`config.mk`:
```
export PLATFORM = sky130hd
export DESIGN_NAME = mmbb_divider
export DESIGN_NICKNAME = d
export VERILOG_FILES = /design/src/mmbb_pkg.sv /design/src/mmbb_divider.sv
export SDC_FILE = /design/constraint.sdc
export NUM_CORES = 1
export LEC_CHECK = 0
export ABC_AREA = 1
export BUFFER_PORTS_ARGS = -buffer_cell sky130_fd_sc_hd__buf_4
export CORE_MARGIN = 5
export CORE_UTILIZATION = 40
export CTS_BUF_LIST = sky130_fd_sc_hd__clkbuf_4
export CTS_CLUSTER_DIAMETER = 100
export CTS_CLUSTER_SIZE = 24
export DETAILED_ROUTE_END_ITERATION = 8
export PLACE_DENSITY = 0.73
export SYNTH_ARGS = -nofsm -noshare
export SYNTH_HDL_FRONTEND = slang
export SYNTH_SLANG_ARGS = --single-unit
```
`constraint.sdc`:
```
create_clock -name clk_i -period 3.7 [get_ports clk_i]
set_input_delay 0.74 -clock clk_i [delete_from_list [all_inputs] [get_ports clk_i]]
set_output_delay 0.74 -clock clk_i [all_outputs]
set_load 0.03 [all_outputs]
```
`src/mmbb_pkg.sv`:
```
// ----------------------------------------------------------------------------
// mmbb_pkg: shared types and constants
// Field widths, register index codes, sequencer states and divider status.
// ----------------------------------------------------------------------------
package mmbb_pkg;

  localparam int unsigned PRICE_BITS      = 24;
  localparam int unsigned MMBB_MAX_WINDOW = 1024;
  localparam int unsigned WIN_LEN_BITS    = 11;
  localparam int unsigned RADIUS_BITS     = 24;
  localparam int unsigned INDEX_BITS      = 32;
  localparam int unsigned CFG_IDX_BITS    = 2;
  localparam int unsigned CFG_DATA_BITS   = 24;
  localparam int unsigned IN_DATA_BITS    = 2 * PRICE_BITS;
  localparam int unsigned OUT_DATA_BITS   = INDEX_BITS + 2 * PRICE_BITS;

  localparam logic [PRICE_BITS-1:0] MEAN_MAX = {PRICE_BITS{1'b1}};

  // register index codes
  localparam logic [CFG_IDX_BITS-1:0] CFG_WINDOW_LENGTH = 2'd0;
  localparam logic [CFG_IDX_BITS-1:0] CFG_BAND_RADIUS   = 2'd1;

  typedef enum logic [2:0] {
    ST_IDLE,
    ST_FILL,
    ST_READ,
    ST_SUM,
    ST_EMIT,
    ST_DIV
  } mmbb_state_e;

  typedef struct packed {
    logic busy;
    logic done;
  } div_stat_t;

endpackage

```
`src/mmbb_divider.sv`:
```
// ----------------------------------------------------------------------------
// mmbb_divider: iterative restoring divider
// One quotient bit per cycle.
// ----------------------------------------------------------------------------
module mmbb_divider
  import mmbb_pkg::*;
#(
  parameter int unsigned DW = 35,
  parameter int unsigned VW = 11
) (
  input  logic          clk_i,
  input  logic          rst_ni,
  input  logic          start_i,
  input  logic [DW-1:0] dividend_i,
  input  logic [VW-1:0] divisor_i,
  output div_stat_t     stat_o,
  output logic [DW-1:0] quotient_o
);

  localparam int unsigned CW = $clog2(DW + 1);

  logic          busy_q, busy_d;
  logic          done_q, done_d;
  logic [CW-1:0] cnt_q, cnt_d;
  logic [VW-1:0] rem_q, rem_d;
  logic [DW-1:0] quo_q, quo_d;
  logic [VW-1:0] dvs_q, dvs_d;
  logic [VW:0]   trial;
  logic          fits;

  // shift next dividend bit into the partial remainder
  assign trial = {rem_q, quo_q[DW-1]};
  assign fits  = trial >= {1'b0, dvs_q};

  always_comb begin
    busy_d = busy_q;
    done_d = 1'b0;
    cnt_d  = cnt_q;
    rem_d  = rem_q;
    quo_d  = quo_q;
    dvs_d  = dvs_q;
    if (start_i && !busy_q) begin
      busy_d = 1'b1;
      cnt_d  = CW'(DW);
      rem_d  = '0;
      quo_d  = dividend_i;
      dvs_d  = divisor_i;
    end else if (busy_q) begin
      rem_d = fits ? VW'(trial - {1'b0, dvs_q}) : VW'(trial);
      quo_d = {quo_q[DW-2:0], fits};
      cnt_d = cnt_q - CW'(1);
      if (cnt_q == CW'(1)) begin
        busy_d = 1'b0;
        done_d = 1'b1;
      end
    end
  end

  always_ff @(posedge clk_i or negedge rst_ni) begin
    if (!rst_ni) begin
      busy_q <= 1'b0;
      done_q <= 1'b0;
      cnt_q  <= '0;
    end else begin
      busy_q <= busy_d;
      done_q <= done_d;
      cnt_q  <= cnt_d;
    end
  end

  always_ff @(posedge clk_i) begin
    rem_q <= rem_d;
    quo_q <= quo_d;
    dvs_q <= dvs_d;
  end

  assign stat_o.busy = busy_q;
  assign stat_o.done = done_q;
  assign quotient_o  = quo_q;

endmodule

```
==> flow_summary.json, run 1 <==
{
  "die_w_um": 104,
  "grt-busiest-layer": "met2",
  "status": "complete, no violations",
  "hold_ws_ns": 0.107,
  "areaGrowthSynthToFinish_pct": 24.3,
  "stdcell_count": 612,
  "critPathTopFamily": "flip-flops",
  "antenna_found_initial": 0,
  "async_reset_ff_share_pct": 12.3,
  "final.setup_skew_ns": 0.0128,
  "syn_nets": 480,
  "grt_pass1_vias": 3021,
  "grt_util_met3_pct": 7.14,
  "ctsHoldBuffers": 0,
  "slew_headroom_pct": 27.0,
  "gp_congestion": 0.861,
  "synth-edff-count": 46,
  "rsz0062_at_grt": "no",
  "cp.arrival_ns": 1.51,
  "cap_violations": 0,
  "p_leak_nw": 2.19,
  "worstSetupEndpointType": "primary output",
  "start_kind": "register",
  "drtAntennaViolNets": 0,
  "synthFlopType": "edfxtp_1",
  "critPathBufInv": 1,
  "grt_max_degree": 48,
  "irDropWorstVdd_mv": 0.498,
  "dpl.cell_count": 596,
  "setup-tns-final_ns": 0,
  "cts_tree": "yes",
  "min_period_over_period_pct": 60.7,
  "power_per_cell_area_nw_per_um2": 924,
  "grt_pass1_wl_mm": 13.6,
  "via_count": 2942,
  "setup_ws_ns": 1.45,
  "ys_top_cells_by_area": "edfxtp_1 (39%), nand2_1 (18%), dfxtp_1 (6.2%), dfrtp_1 (5.7%), inv_1 (5.3%)",
  "fmax_mhz": 445,
  "grt_usage_pct": 15.3,
  "firstDrtPassIters": 4,
  "drt_iter0_drc": 233,
  "drive_gt1_share_pct": 26.2,
  "synth_top_area_share_pct": 39.2,
  "postSynthAreaPerCell_um2": 8.45,
  "critPathMaxFanout": 18,
  "min_path_type": "input pin to async pin",
  "viasPerCell": 4.81,
  "routed_wl_mm": 8.08,
  "fp.dieH_um": 104,
  "postLayoutCellArea_um2": 4380,
  "post-cts-setup-buffers": 0,
  "clock-sinks": 65,
  "met2_usage_pct": 23.0,
  "cp_slowest_cell": "dfrtp_1",
  "overflow": 0,
  "synthTopCellsByCount": "nand2_1 (170), inv_1 (50), edfxtp_1 (46), nand3_1 (30), nor2_1 (15)",
  "min_period_ns": 2.25,
  "postLayoutCoreUtil_pct": 50.7,
  "portBuffers": 85,
  "cts_resized": 0,
  "synth.distinct_cells": 31,
  "max_slew.worst_pin.slew_ns": 1.09,
  "numCtsBuffers": 9,
  "clkTransAtPathRegs_ns": 0.12,
  "slowest_delay_ns": 0.81,
  "ys_warn_count": 0,
  "ios": 86,
  "use_met1_pct": 18.8,
  "ys_seq_elements": 65,
  "wl_per_cell_um": 13.2,
  "yosys.area.top_type": "edfxtp_1",
  "diodes": 0,
  "syn_area_um2": 3520,
  "crit_chain": "buf_4",
  "hold_viol": 0,
  "setup_viol": 0,
  "cts_htree_levels": 3,
  "die_area_um2": 10800,
  "clock_latency_ns": 0.42,
  "clock_path_buffers": 2,
  "nets": 562,
  "cts_root_buffer": "clkbuf_4",
  "start_util_pct": 40.8,
  "required_ns": 2.96,
  "yosysMostFrequentCell": "nand2_1",
  "fin_total_pwr_mw": 4.05,
  "syn_inst": 417,
  "dp_slack_ns": 1.48,
  "place_area_um2": 4210,
  "num_rows": 34,
  "core_area_um2": 8640,
  "yosysSeqAreaShare_pct": 51.1,
  "drc": 0,
  "drv_slew": 0,
  "hpwl_mm": 5.83,
  "crit_type": "register to primary output"
}
worst register-to-register path, stage by stage, from the launching register on:
cell and delay (ns):
edfxtp_1 0.42, inv_1 0.09, ha_1 0.19, fa_1 0.22, inv_1 0.08, nand3_1 0.08
nand3_2 0.13, nand2_2 0.28, nand4_4 0.31, nand2_1 0.15, nand2_1 0.06
registers in the layout (all words and copies together), names as in the netlist:
name / count
quotient_o: 35
done_q: 1
rem_q: 11
busy_q: 1
cnt_q: 6
dvs_q: 11
report_power, final:
group          leakage [nW]  switching (mW)  internal, mW
clock                0.0828           0.272         0.283
sequential            0.649           0.225          1.19
combinational          1.46            1.31         0.771
total                  2.19            1.81          2.24
cells by family after synthesis:
group / Yosys count / synth area share (%)
compound gates: 10 / 1.60
xor+xnor: 3 / 0.746
fa+ha+maj: 14 / 5.18
buf+inv: 69 / 8.77
flops: 65 / 51.1
mux: 1 / 0.284
simple gates: 255 / 32.3
metal layers:
metal  share of wire (%)  up-vias  wire length [um]
met3                  10       11               806
met5                   0        -                 0
met2                  45      111              3660
li1                    -     1503                 -
met4                 1.2        0                96
met1                  44     1317              3510
path summary, 6_finish.rpt:
path	endpoint	start	depth (start not counted)	slack, ns
worst min register to register	rem_q[10]	rem_q[10]	2	0.48
worst max register to register	quotient_o[0]	quotient_o[34]	10	1.46
worst min-delay path	cnt_q[5]	rst_ni	1	0.11
max in group asynchronous	busy_q	rst_ni	1	3.46
min in group clk_i	rem_q[10]	rem_q[10]	2	0.48
worst max-delay path	stat_o[1]	busy_q	1	1.45
layout by cell type, fill, tap and decap left out, drive strengths merged, types with 10 or more instances in the layout:
cell    synthesis  layout
clkbuf          2      10
nand2         183     183
nand4          15      15
edfxtp         46      46
inv            52      52
nand3          36      36
nor2           18      18
dfxtp          11      11
buf            15      88
ha             13      13
cell type report:
class / instances / area (um^2)
clock buffers: 10 / 75.1
clock inverters: 6 / 92.6
fillers: 815 / 4250
inverters: 52 / 195
multi-input cells: 283 / 1420
flip-flops and latches: 65 / 1800
well taps: 108 / 135
repair buffers: 88 / 661
Power figures use the tool's default switching activity.
==> run 2: changes to the inputs <==
==> constraint.sdc (replaced) <==
create_clock -name clk_i -period 2.15 [get_ports clk_i]
set_input_delay 0.43 -clock clk_i [delete_from_list [all_inputs] [get_ports clk_i]]
set_output_delay 0.43 -clock clk_i [all_outputs]
set_load 0.03 [all_outputs]
==> run 2 against run 1 <==
Count of clock-buffer cells in the layout is the same. Global-route usage grew 0.11 points. Hold slack gained 0.076 ns. Clock skew grew 0.0019 ns. Critical path type is now register to register. Largest power group unchanged.
==> flow_summary.json, run 2 (same netlist as run 1, synthesis figures left out) <==
{
  "status": "complete, no violations",
  "crit_chain": "inv_1 > ha_1 > fa_1 > inv_1 > nand3_1 > nand3_2 > nand2_2 > nand4_2 > nand3_1 > nand3_1 > nand2_1",
  "crit_end": "rem_q[10]",
  "clock_path_buffers": 2,
  "antenna_found_initial": 0,
  "fin_total_pwr_mw": 6.86,
  "gp_congestion": 0.890,
  "min_period_over_period_pct": 95.0,
  "crit_top_cell": "nand3_1",
  "worstSetupEndpointType": "register",
  "crit_start": "quotient_o[34]",
  "numCtsBuffers": 9,
  "power_per_cell_area_nw_per_um2": 1550,
  "slew_headroom_pct": 65.2,
  "drive_gt1_share_pct": 26.7,
  "rr_startpoint": "quotient_o[34]",
  "die_w_um": 104,
  "start_util_pct": 40.8,
  "setup_viol": 0,
  "firstDrtPassIters": 4,
  "irDropWorstVdd_mv": 0.946,
  "final_cell_mix": "nand2_1 (170), buf_4 (91), inv_1 (50)",
  "worst-r2r-setup-slack_ns": 0.11,
  "fmax_mhz": 489,
  "cp.arrival_ns": 2.36,
  "dpl.cell_count": 600,
  "fp.dieH_um": 104,
  "min_period_ns": 2.04,
  "routed_wl_mm": 8.26,
  "largest_register_ffs": 35,
  "grt_pass1_wl_mm": 13.8,
  "critPathMaxFanout": 6,
  "wl_per_cell_um": 13.4,
  "cap_violations": 0,
  "start_kind": "register",
  "ios": 86,
  "stdcell_count": 618,
  "viasPerCell": 4.82,
  "overflow": 0,
  "grt_usage_pct": 15.4,
  "max_slew.worst_pin.slew_ns": 0.522,
  "crit_type": "register to register",
  "drc": 0,
  "drv_slew": 0,
  "portBuffers": 85,
  "drtAntennaViolNets": 0,
  "post-cts-setup-buffers": 0,
  "cp_slowest_cell": "fa_1",
  "rsz0062_at_grt": "yes",
  "reg2reg_to": "rem_q[10]",
  "ff2ff_path_depth": 11,
  "hpwl_mm": 5.91,
  "num_rows": 34,
  "clock_latency_ns": 0.41,
  "cts_resized": 0,
  "grt_pass1_vias": 3055,
  "p_leak_nw": 2.21,
  "die_area_um2": 10800,
  "nets": 568,
  "final.setup_skew_ns": 0.0147,
  "diodes": 0,
  "hold_viol": 0,
  "cts_tree": "yes",
  "drt_iter0_drc": 170,
  "fillers": 838,
  "core_area_um2": 8640,
  "areaGrowthSynthToFinish_pct": 25.2,
  "cts_htree_levels": 3,
  "min_path_type": "input pin to register",
  "clkTransAtPathRegs_ns": 0.12,
  "clock-sinks": 65,
  "required_ns": 2.47,
  "slowest_delay_ns": 0.41,
  "final_common_cell": "nand2_1",
  "grt_max_degree": 48,
  "cts_root_buffer": "clkbuf_4",
  "via_count": 2980
}
-- run 2: cell count changes in the layout (fill, tap and decap cells not counted) --
cell / change
nand4_2: +1
clkinv_2: +2
buf_4: +3
clkinv_1: +1
bufinv_16: -1
buf_12: +1
dlygate4sd3_1: +1
clkinv_4: -2
-- run 2: worst min-delay path by stage --
stage                 start        to  slack (ns)  depth (start not counted)
2_1_floorplan        rst_ni    busy_q        0.13                          0
3_3_place_gp         rst_ni  cnt_q[5]        0.25                          1
3_5_place_dp         rst_ni  cnt_q[5]        0.25                          1
4_1_cts        divisor_i[7]  dvs_q[7]        0.15                          1
5_1_grt        divisor_i[7]  dvs_q[7]        0.15                          1
6_report       divisor_i[7]  dvs_q[7]        0.18                          1
-- run 2: per-layer routing --
layer | routed length, um | global-route usage, % | share of wire, % | up-vias
met4 | 111 | 4.35 | 1.3 | 0
met5 | 0 | 0 | 0 | -
met3 | 864 | 7.01 | 10 | 10
li1 | - | - | - | 1514
met2 | 3860 | 24.4 | 47 | 109
met1 | 3420 | 19.1 | 41 | 1347
-- run 2: power breakdown --
| group | switching [mW] | leakage, nW | total (mW) | internal (mW) |
|---|---|---|---|---|
| sequential | 0.361 | 0.649 | 2.40 | 2.04 |
| combinational | 2.28 | 1.49 | 3.63 | 1.35 |
| clock | 0.463 | 0.0698 | 0.822 | 0.360 |
-- run 2: stage by stage --
step / setup slack, ns / utilization [%] / TNS (ns) / hold slack (ns) / cell area (um^2)
final: 0.107 / 51.1 / 0 / 0.183 / 4410
after global routing: -0.0192 / 51.1 / -0.0271 / 0.150 / 4410
after CTS: 0.162 / 51.0 / 0 / 0.152 / 4400
after detailed placement: 0.153 / 49.3 / 0 / 0.253 / 4260
after global placement: 0.272 / 49.3 / 0 / 0.251 / 4260
after floorplan: 0.125 / - / 0 / 0.134 / 3520
-- run 2: worst max-delay path: cells and delay by family (launching register included) --
kind,cells,cell delay (ns)
adder cells (fa/ha/maj),2,0.64
buffers and inverters,2,0.16
flip-flops,1,0.37
AND/OR/NAND/NOR,7,0.79
-- run 2: layout make-up --
class / instances / area [um^2] / area share [%]
Inverter: 52 / 195 / 4.42
Clock inverter: 6 / 58.8 / 1.33
Timing Repair Buffer: 93 / 713 / 16.2
Multi-Input combinational cell: 284 / 1430 / 32.5
Tap cell: 108 / 135 / 3.06
Clock buffer: 10 / 75.1 / 1.70
Sequential cell: 65 / 1800 / 40.8
-- run 2: what timing repair did --
action / 4_1_cts / 5_1_grt
endpoints found under the setup margin: 0 / 3
endpoints found under the hold margin: 8 / 0
hold buffers: 1 / 0
==> run 3: changes to the inputs <==
--- a/config.mk
+++ b/config.mk
@@ -13,7 +13,7 @@
 export CTS_CLUSTER_DIAMETER = 100
 export CTS_CLUSTER_SIZE = 24
 export DETAILED_ROUTE_END_ITERATION = 8
-export PLACE_DENSITY = 0.73
+export PLACE_DENSITY_LB_ADDON = 0.3
 export SYNTH_ARGS = -nofsm -noshare
 export SYNTH_HDL_FRONTEND = slang
 export SYNTH_SLANG_ARGS = --single-unit
==> run 3 against run 2 <==
Critical path depth is the same. Sequential share of layout area shrank 0.10 points. Non-clock buffer count is the same. Maximum frequency grew 4.2%. Flip-flop and latch count is the same. First-iteration DRC count shrank 3.5%. Global-route usage is essentially flat. Wire length shrank 1.4%. Clock skew grew 0.0032 ns. Core utilization grew 0.13 points. Worst setup slack gained 0.083 ns.
==> flow_summary.json, run 3 (same netlist as run 1, synthesis figures left out) <==
{
  "final_common_cell": "nand2_1",
  "required_ns": 2.45,
  "setup-tns-final_ns": 0,
  "cp.arrival_ns": 2.26,
  "start_util_pct": 40.8,
  "p_leak_nw": 2.22,
  "clkTransAtPathRegs_ns": 0.12,
  "irDropWorstVdd_mv": 0.705,
  "routed_wl_mm": 8.15,
  "clock_latency_ns": 0.41,
  "rsz0062_at_grt": "no",
  "gp_congestion": 0.868,
  "nets": 567,
  "drive_gt1_share_pct": 26.7,
  "hpwl_mm": 5.79,
  "worstSetupEndpointType": "register",
  "drv_slew": 0,
  "areaGrowthSynthToFinish_pct": 25.5,
  "max_slew.worst_pin.slew_ns": 0.521,
  "numCtsBuffers": 9,
  "min_period_ns": 1.96,
  "viasPerCell": 4.77,
  "fp.dieH_um": 104,
  "cts_root_buffer": "clkbuf_4",
  "cap_violations": 0,
  "ios": 86,
  "critPathMaxFanout": 12,
  "overflow": 0,
  "fmax_mhz": 510,
  "clock_path_buffers": 2,
  "fillers": 826,
  "diodes": 0,
  "postLayoutCoreUtil_pct": 51.2,
  "num_rows": 34,
  "grt_pass1_vias": 2996,
  "min_period_over_period_pct": 91.2,
  "die_area_um2": 10800,
  "slew_headroom_pct": 65.3,
  "drc": 0,
  "hold_viol": 0,
  "core_area_um2": 8640,
  "wl_per_cell_um": 13.2,
  "final_cell_mix": "nand2_1 (170), buf_4 (91), inv_1 (50)",
  "clock-sinks": 65,
  "cts_htree_levels": 3,
  "grt_max_degree": 48,
  "die_w_um": 104,
  "drt_iter0_drc": 164,
  "drtAntennaViolNets": 0,
  "grt_pass1_wl_mm": 13.8,
  "power_per_cell_area_nw_per_um2": 1570,
  "via_count": 2945,
  "grt_usage_pct": 15.4,
  "min_path_type": "input pin to register",
  "crit_type": "register to register",
  "antenna_found_initial": 0,
  "firstDrtPassIters": 4,
  "portBuffers": 85,
  "setup_viol": 0,
  "cts_tree": "yes",
  "start_kind": "register",
  "final.setup_skew_ns": 0.0179,
  "status": "complete, no violations",
  "largest_register_ffs": 35
}
-- run 3: cell count changes in the layout (fill, tap and decap cells not counted), sizes merged --
cell,previous run,this run
bufinv,1,2
nand4,16,15
clkinvlp,2,1
-- run 3: final cells by class --
class | count | area [um^2] | area share, %
Timing Repair Buffer | 93 | 713 | 16.1
Clock inverter | 6 | 82.6 | 1.87
Tap cell | 108 | 135 | 3.05
Inverter | 52 | 195 | 4.41
Multi-Input combinational cell | 283 | 1420 | 32.1
Clock buffer | 10 | 75.1 | 1.70
Sequential cell | 65 | 1800 | 40.7
-- run 3: metrics by stage --
step	cell area [um^2]	hold slack, ns	power, mW	std cells	worst slack, ns
floorplan	3520	0.134	5.01	417	0.125
global placement	4260	0.251	5.97	600	0.269
detailed placement	4260	0.253	6.04	600	0.206
CTS	4420	0.158	6.99	617	0.187
global route	4420	0.150	7.55	617	0.0146
finish	4420	0.185	6.94	617	0.190
-- run 3: timing repair --
action	in CTS	in global routing
endpoints found under the hold margin	8	0
setup buffers	0	0
hold buffers	1	0
gates resized for setup	0	0
-- run 3: metal layers --
metal	global-route usage, %	wire [um]
met5	0	0
met4	5.00	142
met3	7.26	727
met2	23.6	3540
met1	19.3	3740
-- run 3: power by group --
group | leakage [nW] | switching, mW | internal, mW | total (mW)
Sequential | 0.649 | 0.362 | 2.04 | 2.41
Clock | 0.0862 | 0.460 | 0.479 | 0.939
Combinational | 1.49 | 2.26 | 1.34 | 3.60
Total | 2.22 | 3.08 | 3.86 | 6.94
-- run 3: final timing paths --
kind	cells after the start	startpoint	end	slack (ns)
min in group asynchronous	2	rst_ni	cnt_q[5]	0.36
hold / removal	1	divisor_i[8]	dvs_q[8]	0.19
max in group asynchronous	2	rst_ni	cnt_q[1]	1.65
hold reg to reg	2	rem_q[3]	rem_q[3]	0.48
setup / recovery	11	quotient_o[34]	rem_q[5]	0.19
setup reg to reg	11	quotient_o[34]	rem_q[5]	0.19
-- run 3: critical path: stages (launching register included) --
cell      delay, ns
edfxtp_1       0.37
inv_1          0.06
ha_1           0.22
fa_1           0.41
inv_1          0.09
nand3_1        0.08
nand3_2        0.12
nand2_2        0.09
nand4_4        0.19
nand3_1        0.11
nand3_1        0.08
nand2_1        0.05
